File: src/sv/ard_pkg.sv
// Shared types and constants of the actuator response deframer
package ard_pkg;

  localparam int PENDING_DEPTH = 8;
  localparam int PEND_PTR_W    = $clog2(PENDING_DEPTH);
  localparam int PEND_CNT_W    = $clog2(PENDING_DEPTH + 1);

  localparam int QUEUE_DEPTH = 4;
  localparam int Q_PTR_W     = $clog2(QUEUE_DEPTH);
  localparam int Q_CNT_W     = $clog2(QUEUE_DEPTH + 1);

  localparam logic [7:0] BYTE_R   = 8'h52;
  localparam logic [7:0] BYTE_ACK = 8'h06;
  localparam logic [7:0] LET_O    = 8'h4F;
  localparam logic [7:0] LET_T    = 8'h54;
  localparam logic [7:0] LET_E    = 8'h45;
  localparam logic [7:0] LET_C    = 8'h43;
  localparam logic [7:0] LET_S    = 8'h53;
  localparam logic [7:0] LET_G    = 8'h47;

  localparam logic [3:0] EV_ACK_O     = 4'd0;
  localparam logic [3:0] EV_ACK_T     = 4'd1;
  localparam logic [3:0] EV_ACK_E     = 4'd2;
  localparam logic [3:0] EV_ACK_C     = 4'd3;
  localparam logic [3:0] EV_ACK_S     = 4'd4;
  localparam logic [3:0] EV_DATA      = 4'd5;
  localparam logic [3:0] EV_FRAME_ERR = 4'd6;
  localparam logic [3:0] EV_UNMATCHED = 4'd7;
  localparam logic [3:0] EV_EMPTY     = 4'd8;

  localparam logic [2:0] KIND_NONE   = 3'd0;
  localparam logic [2:0] KIND_MEMORY = 3'd1;
  localparam logic [2:0] KIND_SPEED  = 3'd3;
  localparam logic [2:0] KIND_STATUS = 3'd5;

  typedef enum logic [6:0] {
    PH_HUNT    = 7'b0000001,
    PH_LETTER  = 7'b0000010,
    PH_ACKB    = 7'b0000100,
    PH_LENLO   = 7'b0001000,
    PH_LENHI   = 7'b0010000,
    PH_PAYLOAD = 7'b0100000,
    PH_TRAIL   = 7'b1000000
  } phase_t;

  typedef struct packed {
    logic       is_note;
    logic [2:0] kind;
    logic [7:0] data;
    logic       is_r;
    logic       is_ack;
    logic       letter_ok;
    logic       letter_g;
    logic [3:0] ack_ev;
  } cmd_t;

endpackage

File: src/sv/ard_front.sv
// Front end: accepts transactions and classifies bytes and request notes
module ard_front
  import ard_pkg::*;
(
  input  logic       in_valid,
  output logic       in_ready,
  input  logic       req_type,
  input  logic [7:0] rx_byte,
  input  logic [2:0] request_kind,
  input  logic       q_full,
  output logic       q_push,
  output cmd_t       q_data
);

  logic kind_ok;

  assign kind_ok  = (request_kind >= KIND_MEMORY) && (request_kind <= KIND_STATUS);
  assign in_ready = !q_full;
  // notes of a kind outside KIND_MEMORY..KIND_STATUS carry no work and never enter the queue
  assign q_push   = in_valid && !q_full && (!req_type || kind_ok);

  always_comb begin
    q_data           = '0;
    q_data.is_note   = req_type;
    q_data.kind      = request_kind;
    q_data.data      = rx_byte;
    q_data.is_r      = (rx_byte == BYTE_R);
    q_data.is_ack    = (rx_byte == BYTE_ACK);
    q_data.letter_ok = 1'b1;
    q_data.letter_g  = 1'b0;
    case (rx_byte)
      LET_O: q_data.ack_ev = EV_ACK_O;
      LET_T: q_data.ack_ev = EV_ACK_T;
      LET_E: q_data.ack_ev = EV_ACK_E;
      LET_C: q_data.ack_ev = EV_ACK_C;
      LET_S: q_data.ack_ev = EV_ACK_S;
      LET_G: q_data.letter_g = 1'b1;
      default: q_data.letter_ok = 1'b0;
    endcase
  end

endmodule

File: src/sv/ard_queue.sv
// Short command queue between front end and deframer back end
module ard_queue
  import ard_pkg::*;
(
  input  logic clk,
  input  logic rst,
  input  logic push,
  input  cmd_t push_data,
  output logic full,
  input  logic pop,
  output logic not_empty,
  output cmd_t pop_data
);

  cmd_t               mem [QUEUE_DEPTH];
  logic [Q_PTR_W-1:0] wr_ptr;
  logic [Q_PTR_W-1:0] rd_ptr;
  logic [Q_CNT_W-1:0] count;

  assign full      = (count == Q_CNT_W'(QUEUE_DEPTH));
  assign not_empty = (count != '0);
  assign pop_data  = mem[rd_ptr];

  always_ff @(posedge clk) begin
    if (push) begin
      mem[wr_ptr] <= push_data;
    end
  end

  always_ff @(posedge clk) begin
    if (rst) begin
      wr_ptr <= '0;
      rd_ptr <= '0;
      count  <= '0;
    end else begin
      if (push) begin
        wr_ptr <= wr_ptr + 1'b1;
      end
      if (pop) begin
        rd_ptr <= rd_ptr + 1'b1;
      end
      case ({push, pop})
        2'b10:   count <= count + 1'b1;
        2'b01:   count <= count - 1'b1;
        default: count <= count;
      endcase
    end
  end

endmodule

File: src/sv/ard_back.sv
// Back end: frame state machine, pending read FIFO and result register
module ard_back
  import ard_pkg::*;
(
  input  logic               clk,
  input  logic               rst,
  input  logic               q_valid,
  input  cmd_t               q_data,
  output logic               q_pop,
  output logic               out_valid,
  input  logic               out_ready,
  output logic [3:0]         event_res,
  output logic [2:0]         read_kind,
  output logic [15:0]        word_index,
  output logic signed [31:0] word_value,
  output logic               last_word
);

  phase_t                phase, phase_next;
  logic [3:0]            letter_ev, letter_ev_next;
  logic                  letter_g, letter_g_next;
  logic                  unmatched, unmatched_next;
  logic [15:0]           payload_length, payload_length_next;
  logic [15:0]           byte_counter, byte_counter_next;
  logic [15:0]           word_counter, word_counter_next;
  logic [31:0]           word_assembly, word_assembly_next;

  logic [2:0]            pend_mem [PENDING_DEPTH];
  logic [PEND_PTR_W-1:0] pend_head;
  logic [PEND_CNT_W-1:0] pend_count;
  logic [PEND_PTR_W:0]   tail_sum;
  logic [PEND_PTR_W-1:0] pend_tail;
  logic                  push, pop;

  logic                  take;
  logic                  emit;
  logic [3:0]            ev;
  logic [2:0]            ev_kind;
  logic [15:0]           ev_idx;
  logic [31:0]           ev_val;
  logic                  ev_last;

  logic [2:0]            head_kind;
  logic [1:0]            pos;
  logic                  word_done;
  logic [15:0]           words_total;
  logic [16:0]           bc_inc;
  logic [16:0]           wc_inc;
  logic [31:0]           merged;

  assign take  = q_valid && (!out_valid || out_ready);
  assign q_pop = take;

  assign head_kind = pend_mem[pend_head];
  assign tail_sum  = {1'b0, pend_head} + (PEND_PTR_W + 1)'(pend_count);
  assign pend_tail = (tail_sum >= (PEND_PTR_W + 1)'(PENDING_DEPTH))
                   ? PEND_PTR_W'(tail_sum - (PEND_PTR_W + 1)'(PENDING_DEPTH))
                   : PEND_PTR_W'(tail_sum);

  assign bc_inc = {1'b0, byte_counter} + 17'd1;
  assign wc_inc = {1'b0, word_counter} + 17'd1;

  always_comb begin
    case (head_kind)
      KIND_SPEED: begin
        pos         = {1'b0, byte_counter[0]};
        word_done   = byte_counter[0];
        words_total = payload_length >> 1;
      end
      KIND_STATUS: begin
        pos         = 2'd0;
        word_done   = 1'b1;
        words_total = payload_length;
      end
      default: begin
        pos         = byte_counter[1:0];
        word_done   = (byte_counter[1:0] == 2'd3);
        words_total = payload_length >> 2;
      end
    endcase
    if (head_kind == KIND_STATUS) begin
      merged = {31'd0, q_data.data[4]};
    end else begin
      merged = word_assembly | ({24'd0, q_data.data} << {pos, 3'b000});
    end
  end

  always_comb begin
    phase_next          = phase;
    letter_ev_next      = letter_ev;
    letter_g_next       = letter_g;
    unmatched_next      = unmatched;
    payload_length_next = payload_length;
    byte_counter_next   = byte_counter;
    word_counter_next   = word_counter;
    word_assembly_next  = word_assembly;
    push                = 1'b0;
    pop                 = 1'b0;
    emit                = 1'b0;
    ev                  = EV_FRAME_ERR;
    ev_kind             = KIND_NONE;
    ev_idx              = '0;
    ev_val              = '0;
    ev_last             = 1'b0;
    if (take) begin
      if (q_data.is_note) begin
        push = (pend_count != PEND_CNT_W'(PENDING_DEPTH));
      end else begin
        case (phase)
          PH_HUNT: begin
            if (q_data.is_r) begin
              phase_next = PH_LETTER;
            end
          end
          PH_LETTER: begin
            if (!q_data.letter_ok) begin
              emit       = 1'b1;
              phase_next = q_data.is_r ? PH_LETTER : PH_HUNT;
            end else begin
              letter_ev_next = q_data.ack_ev;
              letter_g_next  = q_data.letter_g;
              phase_next     = PH_ACKB;
            end
          end
          PH_ACKB: begin
            if (!q_data.is_ack) begin
              emit       = 1'b1;
              phase_next = q_data.is_r ? PH_LETTER : PH_HUNT;
            end else if (letter_g) begin
              unmatched_next = (pend_count == '0);
              phase_next     = PH_LENLO;
            end else begin
              byte_counter_next = '0;
              phase_next        = PH_TRAIL;
            end
          end
          PH_LENLO: begin
            payload_length_next = {8'd0, q_data.data};
            phase_next          = PH_LENHI;
          end
          PH_LENHI: begin
            payload_length_next = {q_data.data, payload_length[7:0]};
            byte_counter_next   = '0;
            word_counter_next   = '0;
            word_assembly_next  = '0;
            phase_next = ({q_data.data, payload_length[7:0]} != 16'd0) ? PH_PAYLOAD : PH_TRAIL;
          end
          PH_PAYLOAD: begin
            if (!unmatched) begin
              word_assembly_next = merged;
              if (word_done) begin
                emit               = 1'b1;
                ev                 = EV_DATA;
                ev_kind            = head_kind;
                ev_idx             = word_counter;
                ev_val             = merged;
                ev_last            = (wc_inc == {1'b0, words_total});
                word_counter_next  = wc_inc[15:0];
                word_assembly_next = '0;
              end
            end
            byte_counter_next = bc_inc[15:0];
            if (bc_inc >= {1'b0, payload_length}) begin
              byte_counter_next = '0;
              phase_next        = PH_TRAIL;
            end
          end
          PH_TRAIL: begin
            byte_counter_next = bc_inc[15:0];
            if (bc_inc >= 17'd2) begin
              byte_counter_next = '0;
              phase_next        = PH_HUNT;
              if (!letter_g) begin
                emit = 1'b1;
                ev   = letter_ev;
              end else if (unmatched) begin
                unmatched_next = 1'b0;
                emit           = 1'b1;
                ev             = EV_UNMATCHED;
                ev_last        = 1'b1;
              end else begin
                pop = 1'b1;
                if (word_counter == '0) begin
                  emit    = 1'b1;
                  ev      = EV_EMPTY;
                  ev_kind = head_kind;
                  ev_last = 1'b1;
                end
              end
            end
          end
          default: phase_next = PH_HUNT;
        endcase
      end
    end
  end

  always_ff @(posedge clk) begin
    if (push) begin
      pend_mem[pend_tail] <= q_data.kind;
    end
  end

  always_ff @(posedge clk) begin
    letter_ev      <= letter_ev_next;
    letter_g       <= letter_g_next;
    unmatched      <= unmatched_next;
    payload_length <= payload_length_next;
    byte_counter   <= byte_counter_next;
    word_counter   <= word_counter_next;
    word_assembly  <= word_assembly_next;
    if (take && emit) begin
      event_res  <= ev;
      read_kind  <= ev_kind;
      word_index <= ev_idx;
      word_value <= ev_val;
      last_word  <= ev_last;
    end
  end

  always_ff @(posedge clk) begin
    if (rst) begin
      phase      <= PH_HUNT;
      pend_head  <= '0;
      pend_count <= '0;
      out_valid  <= 1'b0;
    end else begin
      phase <= phase_next;
      if (push) begin
        pend_count <= pend_count + 1'b1;
      end else if (pop) begin
        pend_count <= pend_count - 1'b1;
        pend_head  <= (pend_head == PEND_PTR_W'(PENDING_DEPTH - 1)) ? '0 : pend_head + 1'b1;
      end
      if (take && emit) begin
        out_valid <= 1'b1;
      end else if (out_ready) begin
        out_valid <= 1'b0;
      end
    end
  end

endmodule

File: src/sv/actuator_response_deframer_top.sv
// Top level of the actuator response deframer
// Path: a byte accepted is written into the command queue, and any result it produces is
// held in the back end's result register before it shows on the outputs.
// Throughput: one transaction per cycle; in_ready falls only when the 4-entry
// command queue between front end and back end is full.
// Reset (rst, synchronous): hunting for 'R', queues empty, no result pending.
module actuator_response_deframer_top
  import ard_pkg::*;
(
  input  logic               clk,
  input  logic               rst,
  input  logic               in_valid,
  output logic               in_ready,
  input  logic               req_type,
  input  logic [7:0]         rx_byte,
  input  logic [2:0]         request_kind,
  output logic               out_valid,
  input  logic               out_ready,
  output logic [3:0]         event_res,
  output logic [2:0]         read_kind,
  output logic [15:0]        word_index,
  output logic signed [31:0] word_value,
  output logic               last_word
);

  logic q_push, q_full, q_pop, q_not_empty;
  cmd_t q_in, q_out;

  ard_front u_front (
    .in_valid     (in_valid),
    .in_ready     (in_ready),
    .req_type     (req_type),
    .rx_byte      (rx_byte),
    .request_kind (request_kind),
    .q_full       (q_full),
    .q_push       (q_push),
    .q_data       (q_in)
  );

  ard_queue u_queue (
    .clk       (clk),
    .rst       (rst),
    .push      (q_push),
    .push_data (q_in),
    .full      (q_full),
    .pop       (q_pop),
    .not_empty (q_not_empty),
    .pop_data  (q_out)
  );

  ard_back u_back (
    .clk        (clk),
    .rst        (rst),
    .q_valid    (q_not_empty),
    .q_data     (q_out),
    .q_pop      (q_pop),
    .out_valid  (out_valid),
    .out_ready  (out_ready),
    .event_res  (event_res),
    .read_kind  (read_kind),
    .word_index (word_index),
    .word_value (word_value),
    .last_word  (last_word)
  );

endmodule

File: config.mk
export PLATFORM = sky130hd
export DESIGN_NAME = actuator_response_deframer_top
export DESIGN_NICKNAME = d
export VERILOG_FILES = /design/src/sv/ard_pkg.sv /design/src/sv/ard_front.sv /design/src/sv/ard_queue.sv /design/src/sv/ard_back.sv /design/src/sv/actuator_response_deframer_top.sv
export SDC_FILE = /design/constraint.sdc
export NUM_CORES = 1
export LEC_CHECK = 0
export BUFFER_PORTS_ARGS = -buffer_cell sky130_fd_sc_hd__buf_2
export CAP_MARGIN = 20
export CORE_MARGIN = 5
export CORE_UTILIZATION = 60
export CTS_BUF_LIST = sky130_fd_sc_hd__clkbuf_8 sky130_fd_sc_hd__clkbuf_16
export DETAILED_ROUTE_END_ITERATION = 8
export PLACE_DENSITY = 0.79
export SETUP_SLACK_MARGIN = 0.05
export SYNTH_ARGS = -nofsm -noshare
export SYNTH_HDL_FRONTEND = slang
export SYNTH_SLANG_ARGS = --single-unit
File: constraint.sdc
create_clock -name clk -period 8.1 [get_ports clk]
set_input_delay 1.62 -clock clk [delete_from_list [all_inputs] [get_ports clk]]
set_output_delay 1.62 -clock clk [all_outputs]
set_load 0.02 [all_outputs]
* Word level (Yosys, flattened, before mapping)
Memories as Yosys holds them, arrays and structs flattened. A register that Yosys moved wholly into a read port is not among the register bits.
Index checks and enable logic that the tools add are counted.
** Word-level totals
- Bits in registers :: 164
- RAM bits :: 100
- Input bits :: 16
- Memories :: 2
** Memory list
- u_queue.mem :: depth 4, bits a word 19, read ports 1, clocked after memory_dff 1, wr ports 1, line ard_queue.sv:15 : cmd_t mem [QUEUE_DEPTH];
- u_back.pend_mem :: depth 8, bits a word 3, read ports 1, clocked after memory_dff 1, wr ports 1, line ard_back.sv:28 : logic [2:0] pend_mem [PENDING_DEPTH];
** Operators by class
- Equality and inequality tests :: 33
- $lt $le $gt $ge :: 5
- Muxes and demuxes :: 86
- Reduce and logical (&&, ||, !) cells :: 33
- Bitwise gates (word level) :: 7
- Add/sub/neg operators :: 11
- Shift-type cells :: 1
** Operators with widths (number)
- 16-bit two-way mux :: 6
- 32-bit two-way mux :: 3
- 16-bit case mux with 2 select lines :: 3
- 16-bit case mux with 4 select lines :: 1
- 32-bit case mux with 2 select lines :: 1
- 8-bit by 7-bit == test with 1-bit output (second input constant) :: 7
- 7-bit two-way mux :: 7
- 7-bit case mux with 7 select lines :: 1
- 16-bit by 1-bit adder with 17-bit output (second input constant) :: 2
- 1-bit two-way mux :: 34
- 32-bit OR :: 1
- 8-bit by 5-bit left shift with 32-bit output :: 1
- 3-bit two-way mux :: 10
- 4-bit two-way mux :: 7
- 17-bit by 16-bit == test with 1-bit output :: 1
- 17-bit by 16-bit >= comparator with 1-bit output :: 1
- 17-bit by 2-bit >= comparator with 1-bit output (second input constant) :: 1
- 16-bit logical NOT :: 1
- 16-bit nonzero test :: 1
- 5-bit AND reduction :: 3
- 2-bit by 1-bit inequality test with 1-bit output (second input constant) :: 7
- 3-bit case mux with 2 select lines :: 2
- 3-bit case mux with 4 select lines :: 1
- 4-bit AND reduction :: 3
- 42 further kinds :: 71

* Depth between registers and ports, before layout
Gate-level depths: netlist (run 1).
- Word-level depth :: 10
- Depth in mapped cells :: 16

* Cells and area by module
From an unflattened synthesis (run 1), not the netlist that was laid out.
** Second synthesis, totals
- Cell total of the unflattened synthesis :: 1043
- Area, all modules :: 13142.6 um^2
** Modules (own cells, without submodules)
- ard_back :: times used 1, cells each 855, area an instance 9545.4 um^2
- ard_queue :: times used 1, cells each 147, area an instance 3311.9 um^2
- ard_front :: times used 1, cells each 41, area an instance 285.3 um^2

* Worst setup path after synthesis (run 1)
Ideal clock, no wire load.
- Path type :: in2reg
- Start point :: input out_ready
- End point :: register u_back.word_counter[0] (enable)
- Data arrival time :: 4.288 ns
- Setup time :: 0.374 ns
- Stages :: 6
- Data required time :: 7.726 ns
- Slack :: 3.438 ns
- Cell sequence :: nand2b_1 o31a_1 nand2b_1 clkbuf_1 nor2_1 and2_1
** On the way
- Longest elaborated chain between the ends :: 3
** Ends and longest elaborated chain
- start, declared :: line actuator_response_deframer_top.sv:18 : input logic out_ready,
- 1-bit logical OR :: line ard_back.sv:51 : assign take = q_valid && (!out_valid || out_ready);
- 1-bit logical AND :: line ard_back.sv:51
- named net q_pop :: line actuator_response_deframer_top.sv:26 : logic q_push, q_full, q_pop, q_not_empty;
- 5-bit AND reduction (no line)
- end signal, assigned :: line ard_back.sv:210 : word_counter <= word_counter_next;
- end, declared :: line ard_back.sv:25 : logic [15:0] word_counter, word_counter_next;
The timed path passes the listed nets, and every way through them passes these cells.
A chain may end at the register's enable or synchronous reset.

==> flow_summary.toml, run 1 <==
[cells_and_area]
final_util_pct = 68.23
ff_latch_area_um2 = 7777
nets = 1161
final.fill_count = 1498
multiInputGateArea_um2 = 4695
drive_gt1_share_pct = 15.62
antenna_cells = 0
area_delta_synth_final_pct = 12.14
final_cell_mix = "241 x edfxtp_1, 144 x nor2_1, 73 x buf_2, 67 x a21oi_1, 50 x inv_1"
final_common_cell = "edfxtp_1"
final_area_um2 = 14340

[floorplan]
fp.dieW_um = 156.0
design.core.area_um2 = 21020
die_height_um = 156.0
initial_core_util_pct = 60.85
die_area_um2 = 24340
num_rows = 53
io_pins = 74

[global_routing]
grt_pass1_vias = 8718
antenna_found_initial = 0
grt-ovfl-total = 0
grt_max_degree = 41
grt_pass1_wl_um = 46320
grt_use_total_pct = 23.91

[synth]
synth-seq-area-share_pct = 60.80
synth.area.top_cells = "edfxtp_1 57%, mux4_2 4.4%, nor2_1 4.3%"
synth_area_um2 = 12790
syn_inst = 1037
synth_top_area_share_pct = 56.58
ys_ff_latch = 268
syn_area_per_cell_um2 = 12.33
yosys.area.top_type = "edfxtp_1"
ys.flop_type = "edfxtp_1"
synth_edf_count = 241
synth_warnings = 0
synth_fp_nets = 1086
yosysUniqueCellTypes = 76
async_reset_ff_share_pct = 0

[power_and_ir_drop]
p_per_area_nw_per_um2 = 260.1
p_seq_share_pct = 44.5
p_leak_nw = 5.280
ir_drop_uv = 214.1
switching_share_pct = 29.01
switchingPower_w = 0.001082
p_int_w = 0.002648
clock_power_share_pct = 33.4
power_w = 0.003730
pwr-share-comb_pct = 22.2

[clock_network]
post_cts_buffers = 0
cts-buffers-inserted = 28
ctsRootBufferMaster = "clkbuf_16"
cts.sinks = 268
path_clk_slew_ns = 0.06
clk_latency_ns = 0.54
htreeDepth = 1
cts_max_path_buffers = 3
post_cts_resize_count = 0
cts_tree = "yes"
ctsHoldBuffers = 0

[critical_path]
end_kind = "register"
critPathLaunchType = "register"
cp.required_ns = 8.47
r2r_end = "u_back.word_value[5]"
cp.arrival_ns = 5.01
endpoint = "u_back.word_value[5]"
rr_worst_depth = 8
cp_max_fo = 31
reg2reg_setup_slack_ns = 3.46
worstSetupPathType = "reg -> reg"

[drt]
drt_iter0_drc = 922
wl_per_cell_um = 20.86
num_vias = 8764
first_pass_iters = 5
via_per_inst = 6.224
wl_um = 29370
antenna_left = 0
drc = 0

[placed_design]
place.gp.congestion = 0.9555
postPlaceCellArea_um2 = 13400
io_buffers = 73
dpl.hpwl_um = 20460

[sta]
finalHoldViolations = 0
period_share_pct = 57.26
fmax_ghz = 0.2156
rsz0062_at_grt = "no"
timing.hold.ws_ns = 0.5140
fin_tns_setup_ns = 0
drv_slew = 0
period_needed_ns = 4.638
skew_ns = 0.02052
setup_viol_count_final = 0
tightestPinTransition_ns = 1.032
slew_headroom_pct = 31.05

[min_path]
min-delay-start = "u_back.out_valid"
hold_class = "reg -> reg"

[flow_run]
cap_violations = 0

[run_status]
status = "finished clean"
-- cells by family after synthesis --
kind of cell	after synthesis	synth area share (%)
and+or+nand+nor	394	15.43
buffers and inverters	81	2.553
AOI/OAI and AO/OA	178	9.107
muxes	40	5.761
xor gates and xnor gates	43	2.944
DFF	268	60.80
adders and majority gates	33	3.404
-- cell type report --
| class | instances | area share (%) |
|---|---|---|
| timing repair buffer | 81 | 3.105 |
| inverter | 45 | 1.178 |
| multi-input combinational | 688 | 32.73 |
| clock buffer | 31 | 5.251 |
| tap | 275 | 2.399 |
| clock inverter | 20 | 1.117 |
| sequential | 268 | 54.22 |
-- cells in the mapped netlist, types with 4 or more instances --
cell type / n
nand2_1: 44
o21a_1: 6
ha_1: 30
o2111ai_1: 4
or2_2: 6
nor4_1: 7
nor2b_1: 19
mux2i_1: 7
edfxtp_1: 241
o22ai_1: 15
and3_1: 11
o21ai_0: 24
a21oi_1: 67
a32oi_1: 4
buf_1: 4
nand2b_1: 18
a221oi_1: 5
xor2_1: 17
nor3_1: 29
o21ai_1: 5
o32ai_1: 5
mux4_2: 25
dfxtp_1: 27
a21o_1: 7
a22oi_1: 7
nor2_1: 145
buf_2: 9
inv_1: 45
clkbuf_1: 20
and2_1: 37
mux2_2: 5
nand3_1: 31
nand4_1: 17
xnor2_1: 26
or3_1: 6
-- worst min-delay path by stage --
| stage | to | slack [ns] | cells past startpoint |
|---|---|---|---|
| after floorplan | u_back.phase[4] | 0.47 | 2 |
| after global placement | u_back.phase[4] | 0.49 | 2 |
| after detailed placement | u_back.phase[4] | 0.50 | 2 |
| after CTS | u_queue.count[2] | 0.52 | 2 |
| after global routing | u_back.out_valid | 0.55 | 2 |
| final | u_back.out_valid | 0.51 | 2 |
-- registers in the layout, summed over array words and instances, names as in the netlist, named ones only --
register,count
u_back.letter_ev,3
u_back.word_counter,16
u_back.word_index,16
u_back.byte_counter,16
u_back.phase,7
u_back.last_word,1
u_queue.rd_ptr,2
u_queue.wr_ptr,2
u_back.word_assembly,32
u_queue.count,3
u_back.pend_count,4
u_back.payload_length,16
u_back.pend_mem,24
u_back.read_kind,3
u_back.word_value,32
u_queue.mem,76
u_back.unmatched,1
u_back.pend_head,3
u_back.letter_g,1
u_back.event_res,4
u_back.out_valid,1
-- power groups by stage --
stage	sequential, W	clock [W]	combinational (W)
after CTS	0.00166	0.00126	0.000822
after floorplan	0.00166	0	0.000624
after detailed placement	0.00169	0	0.000814
after global placement	0.00168	0	0.000796
after global routing	0.00167	0.00133	0.000902
final	0.00166	0.00124	0.000827
-- per-layer routing --
metal,track usage (%),wire [um],up-vias
met1,31.85,11750,4253
met3,4.771,2347,72
met4,7.920,763,0
met5,0,0,-
met2,39.81,14500,405
li1,-,-,4034
-- metrics by stage --
stage	cells	setup WS [ns]
2_1_floorplan	1037	3.438
3_3_place_gp	1356	3.606
3_5_place_dp	1356	3.423
4_1_cts	1407	3.507
5_1_grt	1408	3.057
6_report	1408	3.462
-- worst max-delay path, stage by stage, from the launching register on --
cell and delay, ns:
dfxtp_1 0.58, mux4_2 0.60, mux2i_4 0.56, o21ai_1 0.37
nand2b_1 0.22, nand3_2 0.19, nor2_1 0.77, nand2_1 0.86
nor2_1 0.32
(Power assumes the default switching activity.)
==> inputs of run 2 (changes only) <==
CORE_UTILIZATION = 55   (was 60)
PLACE_DENSITY = 0.76   (was 0.79)
clock period = 3.8 ns   (was 8.1 ns; I/O delays follow)
==> run 2 against run 1 <==
  * Fmax increased by 29%
  * Via count increased by 0.21%
  * Critical path depth increased by 8
  * Final area is 2.9% higher
  * Utilization is 3.4 points lower
  * Register-to-register slack lost 3.3 ns
  * Setup slack got worse by 3.3 ns
  * First-iteration DRC count decreased by 27%
  * Critical path type unchanged
==> flow_summary.toml, run 2 (same netlist as run 1, synthesis figures left out) <==
[floorplan]
num_rows = 55
die_height_um = 162.5
fp.dieW_um = 162.5
initial_core_util_pct = 56.15
design.core.area_um2 = 22780
io_pins = 74
die_area_um2 = 26410

[critical_path]
end_kind = "register"
critPathLaunch = "u_back.byte_counter[0]"
worstSetupPathType = "reg -> reg"
critPathLaunchType = "register"
cp.required_ns = 4.09
r2r_start = "u_back.byte_counter[0]"
cp.arrival_ns = 3.88
cp_max_fo = 8

[drt]
first_pass_iters = 5
wl_um = 28870
wl_per_cell_um = 19.47
antenna_left = 0
num_vias = 8782
drc = 0
drt_iter0_drc = 676
via_per_inst = 5.922

[power_and_ir_drop]
power_w = 0.008071
clock_power_share_pct = 33.9
p_seq_share_pct = 43.6
pwr-share-comb_pct = 22.5
p_per_area_nw_per_um2 = 546.9
switching_share_pct = 28.88
switchingPower_w = 0.002331
p_int_w = 0.005740
p_leak_nw = 5.453
ir_drop_uv = 501.6

[global_routing]
antenna_found_initial = 0
grt_pass1_wl_um = 46210
grt_pass1_vias = 8740
grt_use_total_pct = 21.77
grt-ovfl-total = 0
grt_max_degree = 33

[sta]
finalHoldViolations = 0
setup_viol_count_final = 0
drv_slew = 0
tightestPinTransition_ns = 0.7846
period_needed_ns = 3.588
slew_headroom_pct = 47.35
skew_ns = 0.01591
fmax_ghz = 0.2787
rsz0062_at_grt = "no"
period_share_pct = 94.43

[placed_design]
io_buffers = 73
dpl.hpwl_um = 20280
place.gp.congestion = 0.9544

[cells_and_area]
largest-register = "u_queue.mem"
final_common_cell = "edfxtp_1"
largest_registers = "u_queue.mem (76), u_back.word_assembly (32), u_back.word_value (32)"
antenna_cells = 0
drive_gt1_share_pct = 19.49
largest_reg_flops = 76
final_util_pct = 64.78
final_cell_mix = "241 x edfxtp_1, 144 x nor2_1, 73 x buf_2, 66 x a21oi_1"
area_delta_synth_final_pct = 15.37
nets = 1199

[clock_network]
cts-buffers-inserted = 27
clk_latency_ns = 0.53
ctsHoldBuffers = 0
path_clk_slew_ns = 0.07
cts_max_path_buffers = 3
cts_tree = "yes"
htreeDepth = 1
ctsRootBufferMaster = "clkbuf_16"
cts.sinks = 268

[min_path]
hold_class = "in -> reg"
min-delay-start = "request_kind[0]"

[flow_run]
cap_violations = 0

[run_status]
status = "finished clean"
==> run 2: changes by cell type in the layout (fill, tap and decap cells not counted), sizes merged <==
cell      change
buf          +39
inv           -4
clkinvlp      +3
clkbuf        -3
bufinv        +2
==> run 2: critical path: stages, from the launching register on <==
cell	delay, ns
edfxtp_1	0.42
nand3_2	0.11
or4_4	0.52
o21a_1	0.20
or2_2	0.30
ha_1	0.29
and3_1	0.16
nand3_1	0.10
or2_4	0.28
nor3_4	0.15
a2111oi_4	0.06
o21a_2	0.14
buf_4	0.15
a22oi_2	0.15
buf_6	0.16
buf_4	0.12
nor2_1	0.04
==> run 2: layout make-up <==
type / count / area [um^2]
fill: 1656 / 8021
sequential: 268 / 7777
multi-input combinational: 688 / 4738
timing repair buffer: 120 / 747.0
clock buffer: 28 / 689.4
tap: 313 / 391.6
clock inverter: 21 / 244.0
inverter: 45 / 168.9
==> run 2: path summary, 6_finish.rpt <==
kind | end | slack (ns) | cells past startpoint
max | u_back.byte_counter[0] | 0.21 | 16
min | u_queue.mem[3][15] | 0.48 | 1
max reg2reg | u_back.byte_counter[0] | 0.21 | 16
min reg2reg | u_back.phase[4] | 0.51 | 2
==> run 2: per-stage QoR <==
| stage | area, um^2 | instances | setup TNS, ns | hold WS (ns) | worst slack [ns] |
|---|---|---|---|---|---|
| after floorplan | 12790 | 1037 | 0 | 0.4694 | 0.1102 |
| after global placement | 13750 | 1431 | 0 | 0.4899 | 0.05673 |
| after detailed placement | 13750 | 1431 | -0.1976 | 0.4889 | -0.03220 |
| after CTS | 14690 | 1480 | 0 | 0.4592 | 0.06886 |
| after global routing | 14760 | 1483 | 0 | 0.4784 | 0.03289 |
| final | 14760 | 1483 | 0 | 0.4814 | 0.2115 |
==> run 2: repair_timing <==
item,4_1_cts,5_1_grt
gates resized for setup,2,9
pin swaps,0,5
buffers inserted,0,3
setup endpoints to repair,17,76
==> run 2: per-layer routing <==
metal	share of wire [%]	wire, um	GRT usage [%]
met1	43	12340	30.08
met2	49	14000	36.09
met3	6.0	1728	3.189
met4	2.7	792	6.690
met5	0	0	0
==> run 2: power groups by stage <==
stage               combinational, W  clock (W)  sequential, W
finish                       0.00182    0.00273        0.00352
global route                 0.00200    0.00293        0.00353
CTS                          0.00181    0.00279        0.00352
detailed placement           0.00179          0        0.00358
global placement             0.00175          0        0.00357
floorplan                    0.00133          0        0.00354
==> inputs of run 3 (changes only) <==
RECOVER_POWER = 100   (was default)
==> run 3 against run 2 <==
  * Fmax about the same
  * Worst hold slack better by 0.033 ns
  * Flip-flop and latch count stayed put
  * Clock skew is 0.0020 ns lower
  * Sequential power barely moved
  * Global-route usage did not move
  * Combinational power hardly changed
  * Utilization shrank 0.66 points
  * Largest cell class unchanged
==> flow_summary.toml, run 3 (same netlist as run 1, synthesis figures left out) <==
[run_status]
status = "finished clean"

[critical_path]
cp_max_fo = 8
cp.required_ns = 4.09
cp.arrival_ns = 3.87
end_kind = "register"
cp_slowest_cell = "or4_4"
critPathLaunchType = "register"
worstPathCellList = "nand3_2 > or4_4 > o21a_1 > or2_2 > ha_1 > and3_1 > nand3_1 > or2_4 > nor3_4 > a2111oi_4 > o21a_2 > buf_4 > a22oi_2 > buf_6 > buf_4 > nor2_1"
slowest_delay_ns = 0.52
crit_top_cell = "buf_4"
worstSetupPathType = "reg -> reg"

[cells_and_area]
nets = 1199
final_common_cell = "edfxtp_1"
drive_gt1_share_pct = 12.39
largest_reg_flops = 76
final_area_um2 = 14610
final_cell_mix = "241 x edfxtp_1, 144 x nor2_1, 79 x clkbuf_1, 66 x a21oi_1"
largest-register = "u_queue.mem"
antenna_cells = 0
largest_registers = "u_queue.mem (76), u_back.word_assembly (32), u_back.word_value (32)"
area_delta_synth_final_pct = 14.19
final.fill_count = 1703

[floorplan]
fp.dieW_um = 162.5
io_pins = 74
die_area_um2 = 26410
initial_core_util_pct = 56.15
die_height_um = 162.5
num_rows = 55
design.core.area_um2 = 22780

[sta]
slew_headroom_pct = 18.11
period_share_pct = 94.37
period_needed_ns = 3.586
rsz0062_at_grt = "no"
drv_slew = 0
fmax_ghz = 0.2788
finalHoldViolations = 0
setup_viol_count_final = 0
timing.hold.ws_ns = 0.5146
skew_ns = 0.01387
tightestPinTransition_ns = 1.228
fin_ws_ns = 0.2138

[clock_network]
path_clk_slew_ns = 0.07
ctsRootBufferMaster = "clkbuf_16"
cts.sinks = 268
cts_max_path_buffers = 3
cts-buffers-inserted = 27
htreeDepth = 1
clk_latency_ns = 0.53
ctsHoldBuffers = 0
cts_tree = "yes"

[global_routing]
use_met2_pct = 36.09
met3_usage_pct = 3.189
grt_use_total_pct = 21.77
antenna_found_initial = 0
grt_max_degree = 33
grt-ovfl-total = 0
grt_pass1_wl_um = 46210
grtUsageMet1_pct = 30.08
grt_pass1_vias = 8740
grt.busiest_layer = "met2"

[power_and_ir_drop]
p_per_area_nw_per_um2 = 551.5
p_leak_nw = 5.112
ir_drop_uv = 499.6
power_w = 0.008056

[placed_design]
pre_cts_ws_ns = -0.03220
postPlaceCellArea_um2 = 13750
place.gp.congestion = 0.9544
dpl.hpwl_um = 20280
io_buffers = 73

[flow_run]
cap_violations = 0

[drt]
via_per_inst = 5.926
antenna_left = 0
wl_um = 29040
drt_iter0_drc = 711
wl_per_cell_um = 19.58
num_vias = 8788
drc = 0
first_pass_iters = 5

[min_path]
hold_class = "reg -> reg"
## run 3: report_power, final
part	total, W	internal, W	switching (W)
clock network	0.00273	0.00161	0.00112
registers	0.00352	0.00341	0.000108
logic	0.00180	0.000703	0.00110
## run 3: worst paths after layout
check,startpoint,end,slack [ns],cells after the start
max reg2reg,u_back.byte_counter[0],u_back.byte_counter[0],0.21,16
min,u_back.phase[4],u_back.phase[4],0.51,2
min reg2reg,u_back.phase[4],u_back.phase[4],0.51,2
max,u_back.byte_counter[0],u_back.byte_counter[0],0.21,16
## run 3: critical path, delay by kind of cell (launching register included)
family          cells  cell delay (ns)
compound gates      4             0.56
buf+inv             3             0.43
flops               1             0.43
simple gates        8             1.64
fa+ha+maj           1             0.29
## run 3: routing by layer
layer | part of all wire, % | vias to the layer above
met1 | 43 | 4249
met2 | 48 | 347
li1 | - | 4122
met3 | 6.2 | 70
met4 | 2.9 | 0
met5 | 0 | -
## run 3: cell type report
class	instances	area (um^2)	share of cell area [%]
clock inverter	21	244.0	1.670
sequential	268	7777	53.25
tap	313	391.6	2.681
inverter	45	168.9	1.156
clock buffer	28	689.4	4.720
timing repair buffer	120	613.1	4.197
multi-input combinational	688	4722	32.33
## run 3: per-stage QoR
stage               std cells  util (%)  TNS (ns)
floorplan                1037         -         0
global placement         1431     60.38         0
detailed placement       1431     60.38   -0.1976
CTS                      1480     64.50         0
global route             1483     64.13         0
finish                   1483     64.13         0
## run 3: timing repair
item | CTS | global route
pin swaps | 0 | 5
gates resized for setup | 2 | 9
setup buffers | 0 | 3
endpoints found under the setup margin | 17 | 76
